$ cat src/rtl/cursor_list_free_list_insert_defines.svh
// assertion macros for the cursor list insert block
// expects clk and rst in the scope of each use
`ifndef CURSOR_LIST_FREE_LIST_INSERT_DEFINES_SVH
`define CURSOR_LIST_FREE_LIST_INSERT_DEFINES_SVH

// condition implies consequence in the same cycle
`define CLFFL_ASSERT_NOW(label, cond, cons) \
  label: assert property (@(posedge clk) disable iff (rst) (cond) |-> (cons)) \
    else $error("cursor list insert: check failed");

// condition implies consequence in the following cycle
`define CLFFL_ASSERT_NEXT(label, cond, cons) \
  label: assert property (@(posedge clk) disable iff (rst) (cond) |=> (cons)) \
    else $error("cursor list insert: check failed");

`endif

$ cat src/rtl/clffl_pkg.sv
// types and constants for the cursor list insert block
// no dependencies
package clffl_pkg;

  localparam int IDX_W = 4;
  localparam int VAL_W = 8;

  localparam logic [IDX_W-1:0] NIL_IDX = 4'hF;

  typedef enum logic [1:0] {
    ST_IDLE,
    ST_ALLOC,
    ST_TAKE,
    ST_WALK
  } state_t;

endpackage

$ cat src/rtl/clffl_link_mem.sv
// link store: one write port, one registered read port, per-entry valid bits
// an entry never written reads as its reset link; a same-cycle write is forwarded
module clffl_link_mem #(
  parameter int NODES = 8
) (
  clk,
  rst,
  re,
  raddr,
  we,
  waddr,
  wdata,
  rdata
);

  localparam int AW = (NODES > 1) ? $clog2(NODES) : 1;
  localparam int LW = AW + 1;

  input  logic          clk;
  input  logic          rst;
  input  logic          re;
  input  logic [AW-1:0] raddr;
  input  logic          we;
  input  logic [AW-1:0] waddr;
  input  logic [LW-1:0] wdata;
  output logic [LW-1:0] rdata;

  logic [LW-1:0] mem [NODES];
  logic [NODES-1:0] valid;
  logic [LW-1:0] rd_q;
  logic          vld_q;
  logic [AW-1:0] ra_q;
  logic          fwd_q;
  logic [LW-1:0] fwd_data;
  logic [LW-1:0] rst_link;

  always_ff @(posedge clk) begin
    if (we) begin
      mem[waddr] <= wdata;
    end
    if (re) begin
      rd_q     <= mem[raddr];
      vld_q    <= valid[raddr];
      ra_q     <= raddr;
      fwd_q    <= we && (waddr == raddr);
      fwd_data <= wdata;
    end
  end

  always_ff @(posedge clk) begin
    if (rst) begin
      valid <= '0;
    end else if (we) begin
      valid[waddr] <= 1'b1;
    end
  end

  // chain 0,1,...,NODES-1 then end of list
  always_comb begin
    if (ra_q == AW'(NODES - 1)) begin
      rst_link = {1'b1, {AW{1'b0}}};
    end else begin
      rst_link = {1'b0, ra_q + AW'(1)};
    end
  end

  assign rdata = fwd_q ? fwd_data : (vld_q ? rd_q : rst_link);

endmodule

$ cat src/rtl/cursor_list_free_list_insert.sv
// top level of the cursor list insert block: control, free list head, byte store
// depends on clffl_pkg, clffl_link_mem and cursor_list_free_list_insert_defines.svh
//
// usage:
//   a transaction is taken when start is high and busy is low; it carries
//   action (0 insert first, 1 insert last), head (-1 for an empty list) and value
//   one result per transaction: done pulses for one cycle with new_head,
//   node_used (-1 when the store is full) and full_res
//   states from the accepting edge to the done cycle:
//     store full: ALLOC alone
//     insert first, or insert last into an empty list: ALLOC, then TAKE
//     insert last otherwise: ALLOC, TAKE, then WALK over k links, k from 1 to NODES
//   the walk reads one link per cycle through the single read port of the link store
//   busy falls in the done cycle, so the next transaction can be taken there
//   the receiver cannot stall: results are never held
//   reset: synchronous; the free list is the chain 0,1,...,NODES-1 with head 0,
//   held by valid bits in the link store, so no clearing pass is needed
//
module cursor_list_free_list_insert #(
  parameter int NODES = 8
) (
  clk,
  rst,
  start,
  busy,
  action,
  head,
  value,
  done,
  new_head,
  node_used,
  full_res
);

  import clffl_pkg::*;
  `include "cursor_list_free_list_insert_defines.svh"

  localparam int AW = (NODES > 1) ? $clog2(NODES) : 1;
  localparam int LW = AW + 1;

  input  logic                                clk;
  input  logic                                rst;
  input  logic                                start;
  output logic                                busy;
  input  logic                                action;
  input  logic signed [clffl_pkg::IDX_W-1:0]  head;
  input  logic        [clffl_pkg::VAL_W-1:0]  value;
  output logic                                done;
  output logic signed [clffl_pkg::IDX_W-1:0]  new_head;
  output logic signed [clffl_pkg::IDX_W-1:0]  node_used;
  output logic                                full_res;

  state_t state, state_next;

  logic             act, act_next;
  logic             head_nil, head_nil_next;
  logic [AW-1:0]    head_idx, head_idx_next;
  logic [VAL_W-1:0] val, val_next;
  logic [AW-1:0]    alloc, alloc_next;
  logic [AW-1:0]    cur, cur_next;
  logic [AW-1:0]    steps, steps_next;
  logic             free_nil, free_nil_next;
  logic [AW-1:0]    free_idx, free_idx_next;
  logic             done_next;
  logic [IDX_W-1:0] new_head_next;
  logic [IDX_W-1:0] node_used_next;
  logic             full_res_next;

  logic             ln_re;
  logic [AW-1:0]    ln_raddr;
  logic             ln_we;
  logic [AW-1:0]    ln_waddr;
  logic [LW-1:0]    ln_wdata;
  logic [LW-1:0]    ln_rdata;
  logic             val_we;
  logic             head_ok;

  logic [VAL_W-1:0] node_value [NODES];

  clffl_link_mem #(
    .NODES(NODES)
  ) u_link (
    .clk  (clk),
    .rst  (rst),
    .re   (ln_re),
    .raddr(ln_raddr),
    .we   (ln_we),
    .waddr(ln_waddr),
    .wdata(ln_wdata),
    .rdata(ln_rdata)
  );

  always_ff @(posedge clk) begin
    if (val_we) begin
      node_value[alloc] <= val;
    end
  end

  assign head_ok = !head[IDX_W-1] && (32'(head[IDX_W-2:0]) < 32'(NODES));
  assign busy    = (state != ST_IDLE);

  always_ff @(posedge clk) begin
    if (rst) begin
      state    <= ST_IDLE;
      free_nil <= 1'b0;
      free_idx <= '0;
      done     <= 1'b0;
    end else begin
      state    <= state_next;
      free_nil <= free_nil_next;
      free_idx <= free_idx_next;
      done     <= done_next;
    end
  end

  always_ff @(posedge clk) begin
    act       <= act_next;
    head_nil  <= head_nil_next;
    head_idx  <= head_idx_next;
    val       <= val_next;
    alloc     <= alloc_next;
    cur       <= cur_next;
    steps     <= steps_next;
    new_head  <= new_head_next;
    node_used <= node_used_next;
    full_res  <= full_res_next;
  end

  always_comb begin
    state_next     = state;
    act_next       = act;
    head_nil_next  = head_nil;
    head_idx_next  = head_idx;
    val_next       = val;
    alloc_next     = alloc;
    cur_next       = cur;
    steps_next     = steps;
    free_nil_next  = free_nil;
    free_idx_next  = free_idx;
    done_next      = 1'b0;
    new_head_next  = new_head;
    node_used_next = node_used;
    full_res_next  = full_res;
    ln_re          = 1'b0;
    ln_raddr       = free_idx;
    ln_we          = 1'b0;
    ln_waddr       = alloc;
    ln_wdata       = '0;
    val_we         = 1'b0;

    case (state)
      ST_IDLE: begin
        if (start) begin
          act_next      = action;
          head_nil_next = !head_ok;
          head_idx_next = AW'(head[IDX_W-2:0]);
          val_next      = value;
          state_next    = ST_ALLOC;
        end
      end
      ST_ALLOC: begin
        if (free_nil) begin
          done_next      = 1'b1;
          full_res_next  = 1'b1;
          new_head_next  = head_nil ? NIL_IDX : IDX_W'(head_idx);
          node_used_next = NIL_IDX;
          state_next     = ST_IDLE;
        end else begin
          ln_re      = 1'b1;
          ln_raddr   = free_idx;
          alloc_next = free_idx;
          state_next = ST_TAKE;
        end
      end
      ST_TAKE: begin
        free_nil_next  = ln_rdata[AW];
        free_idx_next  = ln_rdata[AW-1:0];
        val_we         = 1'b1;
        ln_we          = 1'b1;
        ln_waddr       = alloc;
        full_res_next  = 1'b0;
        node_used_next = IDX_W'(alloc);
        if (!act) begin
          ln_wdata      = {head_nil, head_idx};
          done_next     = 1'b1;
          new_head_next = IDX_W'(alloc);
          state_next    = ST_IDLE;
        end else begin
          ln_wdata = {1'b1, {AW{1'b0}}};
          if (head_nil) begin
            done_next     = 1'b1;
            new_head_next = IDX_W'(alloc);
            state_next    = ST_IDLE;
          end else begin
            ln_re      = 1'b1;
            ln_raddr   = head_idx;
            cur_next   = head_idx;
            steps_next = '0;
            state_next = ST_WALK;
          end
        end
      end
      ST_WALK: begin
        if (ln_rdata[AW] || (steps == AW'(NODES - 1))) begin
          // tail found, or link budget spent: attach the new node
          ln_we         = 1'b1;
          ln_waddr      = ln_rdata[AW] ? cur : ln_rdata[AW-1:0];
          ln_wdata      = {1'b0, alloc};
          done_next     = 1'b1;
          new_head_next = IDX_W'(head_idx);
          state_next    = ST_IDLE;
        end else begin
          cur_next   = ln_rdata[AW-1:0];
          steps_next = steps + AW'(1);
          ln_re      = 1'b1;
          ln_raddr   = ln_rdata[AW-1:0];
        end
      end
      default: begin
        state_next = ST_IDLE;
      end
    endcase
  end

  `CLFFL_ASSERT_NOW(a_full_no_node, done && full_res, node_used == NIL_IDX)
  `CLFFL_ASSERT_NEXT(a_full_reports, (state == ST_ALLOC) && free_nil, done && full_res)
  `CLFFL_ASSERT_NEXT(a_done_single, done, !done)

endmodule

$ cat config.mk
export PLATFORM = sky130hd
export DESIGN_NAME = cursor_list_free_list_insert
export DESIGN_NICKNAME = d
export VERILOG_FILES = /design/src/rtl/clffl_pkg.sv /design/src/rtl/clffl_link_mem.sv /design/src/rtl/cursor_list_free_list_insert.sv
export VERILOG_INCLUDE_DIRS = /design/src /design/src/rtl
export SDC_FILE = /design/constraint.sdc
export NUM_CORES = 1
export LEC_CHECK = 0
export BUFFER_PORTS_ARGS = -buffer_cell sky130_fd_sc_hd__buf_2
export CAP_MARGIN = 0
export CORE_MARGIN = 10
export CORE_UTILIZATION = 50
export CTS_BUF_LIST = sky130_fd_sc_hd__clkbuf_8 sky130_fd_sc_hd__clkbuf_16
export CTS_CLUSTER_SIZE = 25
export DETAILED_ROUTE_END_ITERATION = 10
export MAX_ROUTING_LAYER = met4
export PLACE_DENSITY = 0.76
export SYNTH_ARGS = -nofsm -noshare
export SYNTH_HDL_FRONTEND = slang
export SYNTH_SLANG_ARGS = --single-unit
$ cat constraint.sdc
create_clock -name clk -period 3.25 [get_ports clk]
set_input_delay 0.4875 -clock clk [delete_from_list [all_inputs] [get_ports clk]]
set_output_delay 0.4875 -clock clk [all_outputs]
set_load 0.05 [all_outputs]
==> flow_metrics.py, run 1 <==
metrics = {
    "grt": {
        "grt_start_max_net_pins": 21,
        "grt_pass1_vias": 2161,
        "grt_pass1_wl_mm": 11.0,
        "grtUsageTotal_pct": 12.9,
        "grt_overflow": 0,
        "grt_antenna_before_repair": 0,
    },
    "placed_design": {
        "hpwlAfterDp_mm": 4.87,
        "gp_congestion": 0.889,
        "portBuffers": 18,
        "pre_cts_slack_ps": 31.1,
        "placed_cell_area_sq_mm": 0.00391,
    },
    "sta": {
        "setup_viol": 0,
        "tightest_slew_ps": 735,
        "rsz0062_at_grt": "yes",
        "min_period_over_period_pct": 97.3,
        "slew_headroom_pct": 50.8,
        "fin_crit_ps": 3160,
        "layout_setup_ws_ps": 88.4,
        "skew_ps": 10.8,
        "timing.final.hold_violations": 0,
        "max_freq_mhz": 316,
        "finalMaxSlewViolations": 0,
    },
    "final_layout": {
        "regArea_sq_mm": 0.00231,
        "final_common_cell": "edfxtp_1",
        "multi_input_area_sq_mm": 0.00123,
        "final_area_sq_mm": 0.00419,
        "final_util_pct": 58.0,
        "nets": 333,
        "antenna_cells": 0,
        "drive_gt1_share_pct": 26.4,
        "area_growth_pct": 13.6,
        "final_cell_mix": "67 x edfxtp_1, 32 x nor2_1, 25 x mux2i_1, 20 x buf_4, 18 x buf_2",
        "fillers": 599,
    },
    "min_path": {
        "hold_path.class": "primary input to flip-flop",
        "whs_path_depth": 1,
        "hold_start": "head[3]",
        "min_to": "head_nil",
    },
    "clock_tree": {
        "h-tree-depth": 3,
        "clock_path_buffers": 2,
        "clk_latency_ps": 360,
        "numClockSinks": 82,
        "cts_hold_buf": 0,
        "cts.reportedPaths.clkPinSlew_ps": 90,
        "cts_buffers": 9,
        "clockRootBuffer": "clkbuf_8",
        "cts_tree": "built",
    },
    "die": {
        "die-height_microns": 106,
        "die_area_sq_mm": 0.0112,
        "fp-row-count": 31,
        "ios": 27,
        "initial_core_util_pct": 51.1,
        "core_sq_mm": 0.00721,
        "die_w_microns": 106,
    },
    "setup_path": {
        "r2r_slack_ps": 90,
        "cp_top_family": "simple AND/OR/NAND/NOR gates",
        "crit_type": "flip-flop to flip-flop",
        "cp-end-kind": "flip-flop",
        "path_buf_inv": 1,
        "r2r-end": "u_link.mem[7][2]",
        "start_kind": "flip-flop",
        "critPathSlowestCell": "or3b_2",
        "worstReg2RegStart": "u_link.ra_q[0]",
        "cp.required_ps": 3250,
        "cpMostUsedCell": "ha_1",
        "cp_max_fo": 7,
        "r2r_cells": 9,
        "arrival_ps": 3170,
        "cp_cell_sequence": "ha_1 > ha_1 > buf_4 > or3b_2 > a2bb2oi_1 > nand4_1 > o211ai_1 > nand2_1 > nor2_1",
        "max_stage_delay_ps": 460,
    },
    "yosys": {
        "syn_inst": 273,
        "synth-seq-cells": 82,
        "synthMuxAreaShare_pct": 10.0,
        "synthSimpleGateAreaFrac_pct": 11.9,
        "synth_top_family_by_area": "simple AND/OR/NAND/NOR gates",
        "synthXorXnorAreaFrac_pct": 0.713,
        "synthArstFlopShare_pct": 0,
        "synthAdderAreaFrac_pct": 1.36,
        "yosysUniqueCellTypes": 55,
        "syn_nets": 293,
        "synth-main-ff-cell": "edfxtp_1",
        "syn_area_sq_mm": 0.00369,
        "avgSynthCellArea_sq_um": 13.5,
        "synth_edf_count": 67,
        "ys_warn_count": 0,
        "synth-compound-area-share_pct": 9.06,
        "yosysSeqAreaShare_pct": 62.7,
    },
    "routing": {
        "drt_iter0_drc": 103,
        "avgViaCountPerCell": 5.34,
        "drc": 0,
        "antenna_left": 0,
        "drt_wl_total_mm": 6.94,
        "vias": 2225,
        "drtPass1Iterations": 4,
        "post_drt_wl_per_cell_microns": 16.6,
    },
    "power": {
        "p_leak_uw": 0.00151,
        "power_uw": 2110,
        "p_per_area_mw_per_mm2": 503,
        "max-vdd-ir-drop_mv": 0.324,
    },
    "run_status": {
        "outcome": "finished, final reports clean",
    },
    "run": {
        "cap_violations": 0,
    },
}
[final cells by class]
| cell class | count | area share [%] |
|---|---|---|
| clock buffer | 9 | 2.96 |
| clock inverter | 7 | 1.64 |
| inverter | 14 | 1.25 |
| multi-input combinational | 166 | 29.3 |
| sequential | 82 | 55.2 |
| tap | 99 | 2.96 |
| timing repair buffer | 40 | 6.69 |
[sequential cells by signal, summed over array words and instances (netlist names), 2 cells and up]
register	flops
u_link.mem	32
steps	3
alloc	3
cur	3
u_link.rd_q	4
u_link.ra_q	3
u_link.valid	8
free_idx	3
node_used	4
state	2
new_head	4
u_link.fwd_data	4
head_idx	3
[power breakdown]
part | switching (uW) | internal, uW
clock | 378 | 355
sequential | 18.1 | 1160
combinational | 117 | 73.7
[worst reg2reg max path, stage by stage (launching register included)]
cell and delay (ps):
edfxtp_1 390, ha_1 210, ha_1 190, buf_4 140
or3b_2 460, a2bb2oi_1 330, nand4_1 160, o211ai_1 370
nand2_1 160, nor2_1 410
[synthesized netlist by cell type, types with 2 or more instances]
library cell / number / area, sq um
a21oi_1: 9 / 45.0
a22oi_1: 2 / 15.0
a31oi_1: 2 / 12.5
and2_1: 3 / 18.8
and3_1: 4 / 25.0
buf_4: 2 / 15.0
buf_6: 2 / 22.5
clkbuf_1: 4 / 15.0
dfxtp_1: 15 / 300
edfxtp_1: 67 / 2010
ha_1: 4 / 50.1
inv_1: 12 / 45.0
inv_2: 2 / 7.51
mux2i_1: 25 / 250
mux4_2: 3 / 67.6
nand2_1: 14 / 52.6
nand2b_1: 3 / 18.8
nand3_1: 3 / 15.0
nand4_1: 2 / 12.5
nor2_1: 34 / 128
nor2b_1: 5 / 31.3
nor3_1: 2 / 10.0
nor3b_1: 2 / 15.0
o211ai_1: 2 / 15.0
o21a_1: 3 / 22.5
o21ai_0: 8 / 40.0
o21ba_2: 4 / 40.0
or2_2: 5 / 31.3
or2b_2: 2 / 17.5
xnor2_1: 3 / 26.3
[routing by layer]
layer / routed length (microns) / share of wire (%) / global-route usage [%]
met5: 0 / 0 / -
met4: 133 / 1.9 / 5.61
met3: 363 / 5.2 / 3.35
met2: 3530 / 51 / 21.1
met1: 2920 / 42 / 14.7
[kinds of logic (layout without fill, tap and decap cells)]
kind of cell / after synthesis / after routing
xor+xnor: 3 / 3
buf+inv: 25 / 70
flops: 82 / 82
compound gates: 44 / 44
fa+ha+maj: 4 / 4
simple gates: 84 / 84
mux: 31 / 31
[worst max path at each step]
stage	from	endpoint	slack (ps)	depth (start not counted)
finish	u_link.ra_q[0]	u_link.mem[7][2]	90	9
global route	u_link.ra_q[0]	u_link.mem[6][2]	-80	9
global placement	u_link.ra_q[0]	u_link.rd_q[0]	100	9
detailed placement	u_link.ra_q[0]	u_link.rd_q[1]	30	10
floorplan	u_link.ra_q[0]	u_link.mem[3][0]	540	8
CTS	u_link.ra_q[0]	u_link.rd_q[1]	20	10
[stage by stage]
stage               hold slack [ps]  setup TNS [ps]  cells
global route                    288            -560    417
detailed placement              462               0    393
finish                          296               0    417
global placement                448               0    393
CTS                             286               0    409
floorplan                       430               0    273
[what timing repair did]
| item | in CTS | in global routing |
|---|---|---|
| setup buffers | 0 | 8 |
| setup endpoints to repair | 0 | 20 |
| gates resized for setup | 0 | 2 |
(Power assumes the default switching activity.)
==> inputs of run 2 (changes only) <==
--- a/config.mk
+++ b/config.mk
@@ -9,5 +9,5 @@
 export BUFFER_PORTS_ARGS = -buffer_cell sky130_fd_sc_hd__buf_2
 export CAP_MARGIN = 0
-export CORE_MARGIN = 10
+export CORE_MARGIN = 5
 export CORE_UTILIZATION = 50
 export CTS_BUF_LIST = sky130_fd_sc_hd__clkbuf_8 sky130_fd_sc_hd__clkbuf_16
==> constraint.sdc (replaced) <==
create_clock -name clk -period 3.25 [get_ports clk]
set_input_delay 0.65 -clock clk [delete_from_list [all_inputs] [get_ports clk]]
set_output_delay 0.65 -clock clk [all_outputs]
set_load 0.05 [all_outputs]
==> flow_metrics.py, run 2 (synthesized netlist as in run 1, its figures left out) <==
metrics = {
    "sta": {
        "layout_setup_ws_ps": 232,
        "slew_headroom_pct": 53.1,
        "min_period_over_period_pct": 92.9,
        "timing.final.hold_violations": 0,
        "setup_viol": 0,
        "tightest_slew_ps": 700,
        "fin_crit_ps": 3020,
        "finalMaxSlewViolations": 0,
        "rsz0062_at_grt": "no",
        "max_freq_mhz": 331,
        "tns_ps": 0,
        "skew_ps": 12.1,
    },
    "grt": {
        "grtUsageTotal_pct": 16.8,
        "grt_antenna_before_repair": 0,
        "grt_overflow": 0,
        "grt_pass1_wl_mm": 10.9,
        "grt_pass1_vias": 2204,
        "grt_start_max_net_pins": 19,
    },
    "clock_tree": {
        "cts.reportedPaths.clkPinSlew_ps": 90,
        "h-tree-depth": 3,
        "cts_buffers": 9,
        "clk_latency_ps": 360,
        "numClockSinks": 82,
        "cts_resized": 0,
        "cts_tree": "built",
        "clockRootBuffer": "clkbuf_8",
        "clock_path_buffers": 2,
    },
    "setup_path": {
        "start_kind": "flip-flop",
        "critPathSlowestCell": "or3b_2",
        "crit_type": "flip-flop to flip-flop",
        "cp_max_fo": 7,
        "cpMostUsedCell": "ha_1",
        "max_stage_delay_ps": 480,
        "cp-end-kind": "flip-flop",
        "cp.required_ps": 3250,
        "arrival_ps": 3020,
        "cp_cell_sequence": "ha_1 > ha_1 > or3b_2 > a2bb2oi_1 > nand4_1 > o211ai_1 > nand2_1 > nor2_1",
    },
    "power": {
        "max-vdd-ir-drop_mv": 0.481,
        "p_per_area_mw_per_mm2": 506,
        "power_uw": 2110,
        "p_leak_uw": 0.00149,
    },
    "final_layout": {
        "top_regs": "u_link.mem x32, u_link.valid x8",
        "fillers": 625,
        "nets": 332,
        "final_cell_mix": "67 x edfxtp_1, 34 x nor2_1, 25 x mux2i_1, 20 x buf_4, 18 x buf_2",
        "drive_gt1_share_pct": 25.9,
        "regMostFlops": "u_link.mem",
        "largest_reg_flops": 32,
        "final_util_pct": 57.8,
        "area_growth_pct": 13.1,
        "antenna_cells": 0,
        "final_common_cell": "edfxtp_1",
    },
    "routing": {
        "drtPass1Iterations": 4,
        "avgViaCountPerCell": 5.32,
        "vias": 2212,
        "drc": 0,
        "post_drt_wl_per_cell_microns": 16.2,
        "drt_iter0_drc": 151,
        "drt_wl_total_mm": 6.76,
        "antenna_left": 0,
    },
    "die": {
        "die_area_sq_mm": 0.00919,
        "die_w_microns": 95.9,
        "initial_core_util_pct": 51.1,
        "core_sq_mm": 0.00721,
        "die-height_microns": 95.9,
        "fp-row-count": 31,
        "ios": 27,
    },
    "placed_design": {
        "gp_congestion": 0.976,
        "hpwlAfterDp_mm": 4.92,
        "pre_cts_slack_ps": 146,
        "portBuffers": 18,
    },
    "min_path": {
        "hold_path.class": "primary input to flip-flop",
    },
    "run_status": {
        "outcome": "finished, final reports clean",
    },
    "run": {
        "cap_violations": 0,
    },
}
-- run 2: changes by cell type in the layout (fill, tap and decap cells not counted) --
cell / before / now
inv_1: 13 / 12
clkinv_2: 1 / 0
buf_12: 2 / 1
nor2_1: 32 / 34
clkinv_4: 1 / 2
nor2_2: 2 / 0
clkinvlp_4: 0 / 1
-- run 2: power by group --
part	switching (uW)	internal, uW	total [uW]
Sequential	19.2	1160	1180
Clock	381	360	741
Combinational	115	71.5	187
-- run 2: final cells by class --
class,count,area (sq um),share of cell area (%)
inverter,14,52.6,1.26
clock inverter,7,76.3,1.83
tap,99,124,2.97
clock buffer,9,124,2.97
timing repair buffer,39,260,6.24
sequential,82,2310,55.4
multi-input combinational,166,1220,29.3
-- run 2: worst max-delay path, delay by kind of cell (launching register included) --
family / cells / cell delay [ps]
flops: 1 / 400
fa+ha+maj: 2 / 440
simple gates: 4 / 1160
compound gates: 2 / 670
-- run 2: final timing paths --
| check | startpoint | end | slack, ps | cells after the start |
|---|---|---|---|---|
| worst max-delay path | u_link.ra_q[0] | u_link.mem[6][3] | 230 | 8 |
| worst max register to register | u_link.ra_q[0] | u_link.mem[6][3] | 230 | 8 |
| worst min-delay path | head[0] | head_idx[0] | 460 | 1 |
| worst min register to register | u_link.valid[7] | u_link.valid[7] | 490 | 1 |
-- run 2: routing by layer --
layer	routed length (microns)	global-route usage, %	up-vias	part of all wire (%)
met2	3560	28.0	55	53
met5	0	-	-	0
li1	-	-	1087	-
met4	85	6.99	0	1.3
met1	2780	19.4	1065	41
met3	332	4.14	5	4.9
-- run 2: timing repair --
item,in CTS,in global routing
hold buffers,0,0
buffers inserted,0,9
setup endpoints to repair,0,4
-- run 2: metrics by stage --
step           instances  instance area (sq um)  hold WS, ps
6_report             416                   4170          463
5_1_grt              416                   4170          445
4_1_cts              407                   4090          450
3_5_place_dp         391                   3890          462
3_3_place_gp         391                   3890          448
2_1_floorplan        273                   3690          430
==> inputs of run 3 (changes only) <==
Settings changed: BUFFER_PORTS_ARGS -buffer_cell sky130_fd_sc_hd__buf_2 to -buffer_cell sky130_fd_sc_hd__buf_4, CAP_MARGIN 0 to 20, GPL_TIMING_DRIVEN set to 1.
==> flow_metrics.py, run 3 (synthesized netlist as in run 1, its figures left out) <==
metrics = {
    "power": {
        "max-vdd-ir-drop_mv": 0.440,
        "p_leak_uw": 0.00150,
        "p_per_area_mw_per_mm2": 500,
    },
    "final_layout": {
        "final_common_cell": "edfxtp_1",
        "final_cell_mix": "67 x edfxtp_1, 37 x buf_4, 30 x nor2_1, 25 x mux2i_1, 15 x dfxtp_1",
        "nets": 331,
        "regMostFlops": "u_link.mem",
        "antenna_cells": 0,
        "drive_gt1_share_pct": 27.2,
        "largest_reg_flops": 32,
        "top_regs": "u_link.mem x32, u_link.valid x8",
        "final_util_pct": 58.5,
        "area_growth_pct": 14.4,
    },
    "sta": {
        "fin_crit_ps": 3040,
        "finalMaxSlewViolations": 0,
        "setup_viol": 0,
        "slew_headroom_pct": 53.2,
        "layout_setup_ws_ps": 209,
        "rsz0062_at_grt": "no",
        "min_period_over_period_pct": 93.6,
        "tns_ps": 0,
        "skew_ps": 3.31,
        "max_freq_mhz": 329,
        "tightest_slew_ps": 700,
        "timing.final.hold_violations": 0,
    },
    "run": {
        "cap_violations": 0,
    },
    "clock_tree": {
        "clockRootBuffer": "clkbuf_8",
        "cts_hold_buf": 0,
        "numClockSinks": 82,
        "cts.reportedPaths.clkPinSlew_ps": 80,
        "cts_tree": "built",
        "cts_buffers": 9,
        "clk_latency_ps": 340,
        "h-tree-depth": 3,
        "clock_path_buffers": 2,
    },
    "die": {
        "ios": 27,
        "die-height_microns": 95.9,
        "die_w_microns": 95.9,
        "initial_core_util_pct": 51.1,
        "die_area_sq_mm": 0.00919,
        "core_sq_mm": 0.00721,
        "fp-row-count": 31,
    },
    "grt": {
        "grtUsageTotal_pct": 16.8,
        "grt_overflow": 0,
        "grt_pass1_vias": 2199,
        "grt_pass1_wl_mm": 10.9,
        "grt_start_max_net_pins": 19,
        "grt_antenna_before_repair": 0,
    },
    "min_path": {
        "hold_start": "head[3]",
        "hold_path.class": "primary input to flip-flop",
        "whs_path_depth": 1,
        "min_to": "head_nil",
    },
    "routing": {
        "post_drt_wl_per_cell_microns": 16.1,
        "drt_iter0_drc": 124,
        "vias": 2174,
        "avgViaCountPerCell": 5.24,
        "antenna_left": 0,
        "drc": 0,
        "drtPass1Iterations": 4,
        "drt_wl_total_mm": 6.70,
    },
    "setup_path": {
        "cp_max_fo": 7,
        "cp.required_ps": 3280,
        "cp-end-kind": "flip-flop",
        "worstReg2RegStart": "u_link.ra_q[0]",
        "r2r_slack_ps": 210,
        "arrival_ps": 3070,
        "crit_type": "flip-flop to flip-flop",
        "r2r-end": "u_link.mem[6][1]",
        "start_kind": "flip-flop",
        "r2r_cells": 9,
    },
    "placed_design": {
        "pre_cts_slack_ps": 111,
        "hpwlAfterDp_mm": 4.83,
        "portBuffers": 18,
        "gp_congestion": 0.915,
    },
    "run_status": {
        "outcome": "finished, final reports clean",
    },
}
==> run 3: cell types whose count changed in the layout (fill, tap and decap cells not counted), sizes merged <==
cell,before,now
clkinv,3,1
buf,39,38
clkinvlp,1,3
==> run 3: layer usage <==
| layer | track usage [%] | share of wire [%] | vias to the layer above |
|---|---|---|---|
| met1 | 19.3 | 43 | 1055 |
| li1 | - | - | 1080 |
| met5 | - | 0 | - |
| met4 | 6.28 | 1.4 | 0 |
| met3 | 4.85 | 4.0 | 8 |
| met2 | 27.9 | 52 | 31 |
==> run 3: worst max-delay path, cell delays in order (launching register included) <==
cell and delay [ps]:
edfxtp_1 400, ha_1 220, ha_1 200, buf_4 140
or3b_2 450, a2bb2oi_1 310, nand4_1 130, o211ai_1 340
nand2_1 200, nor2_2 320
==> run 3: worst max-delay path by stage <==
stage                       end            from  slack (ps)
5_1_grt        u_link.mem[6][3]  u_link.ra_q[0]          10
3_5_place_dp     u_link.rd_q[1]  u_link.ra_q[0]         110
6_report       u_link.mem[6][1]  u_link.ra_q[0]         210
3_3_place_gp   u_link.mem[6][1]  u_link.ra_q[0]         170
2_1_floorplan  u_link.mem[3][0]  u_link.ra_q[0]         540
4_1_cts        u_link.mem[6][2]  u_link.ra_q[0]          90
==> run 3: layout make-up <==
cell class | count | area, sq um
tap | 99 | 124
fill | 603 | 3000
multi-input combinational | 166 | 1230
clock buffer | 9 | 124
clock inverter | 7 | 76.3
sequential | 82 | 2310
timing repair buffer | 38 | 298
inverter | 14 | 52.6
==> run 3: power by group <==
| group | internal [uW] | switching (uW) |
|---|---|---|
| sequential | 1160 | 19.2 |
| combinational | 76.9 | 116 |
| clock | 359 | 374 |
| total | 1600 | 509 |
==> run 3: per-stage QoR <==
step                      instances  hold slack (ps)  power, uW  area [sq um]
after floorplan                 273              430       1340          3690
after global placement          392              445       1390          3940
after detailed placement        392              451       1390          3940
after CTS                       408              447       2120          4140
after global routing            415              447       2200          4220
final                           415              476       2110          4220
==> run 3: repair_timing <==
action / in CTS / in global routing
endpoints found under the setup margin: 0 / 19
gates resized for setup: 0 / 4
buffers inserted: 0 / 7
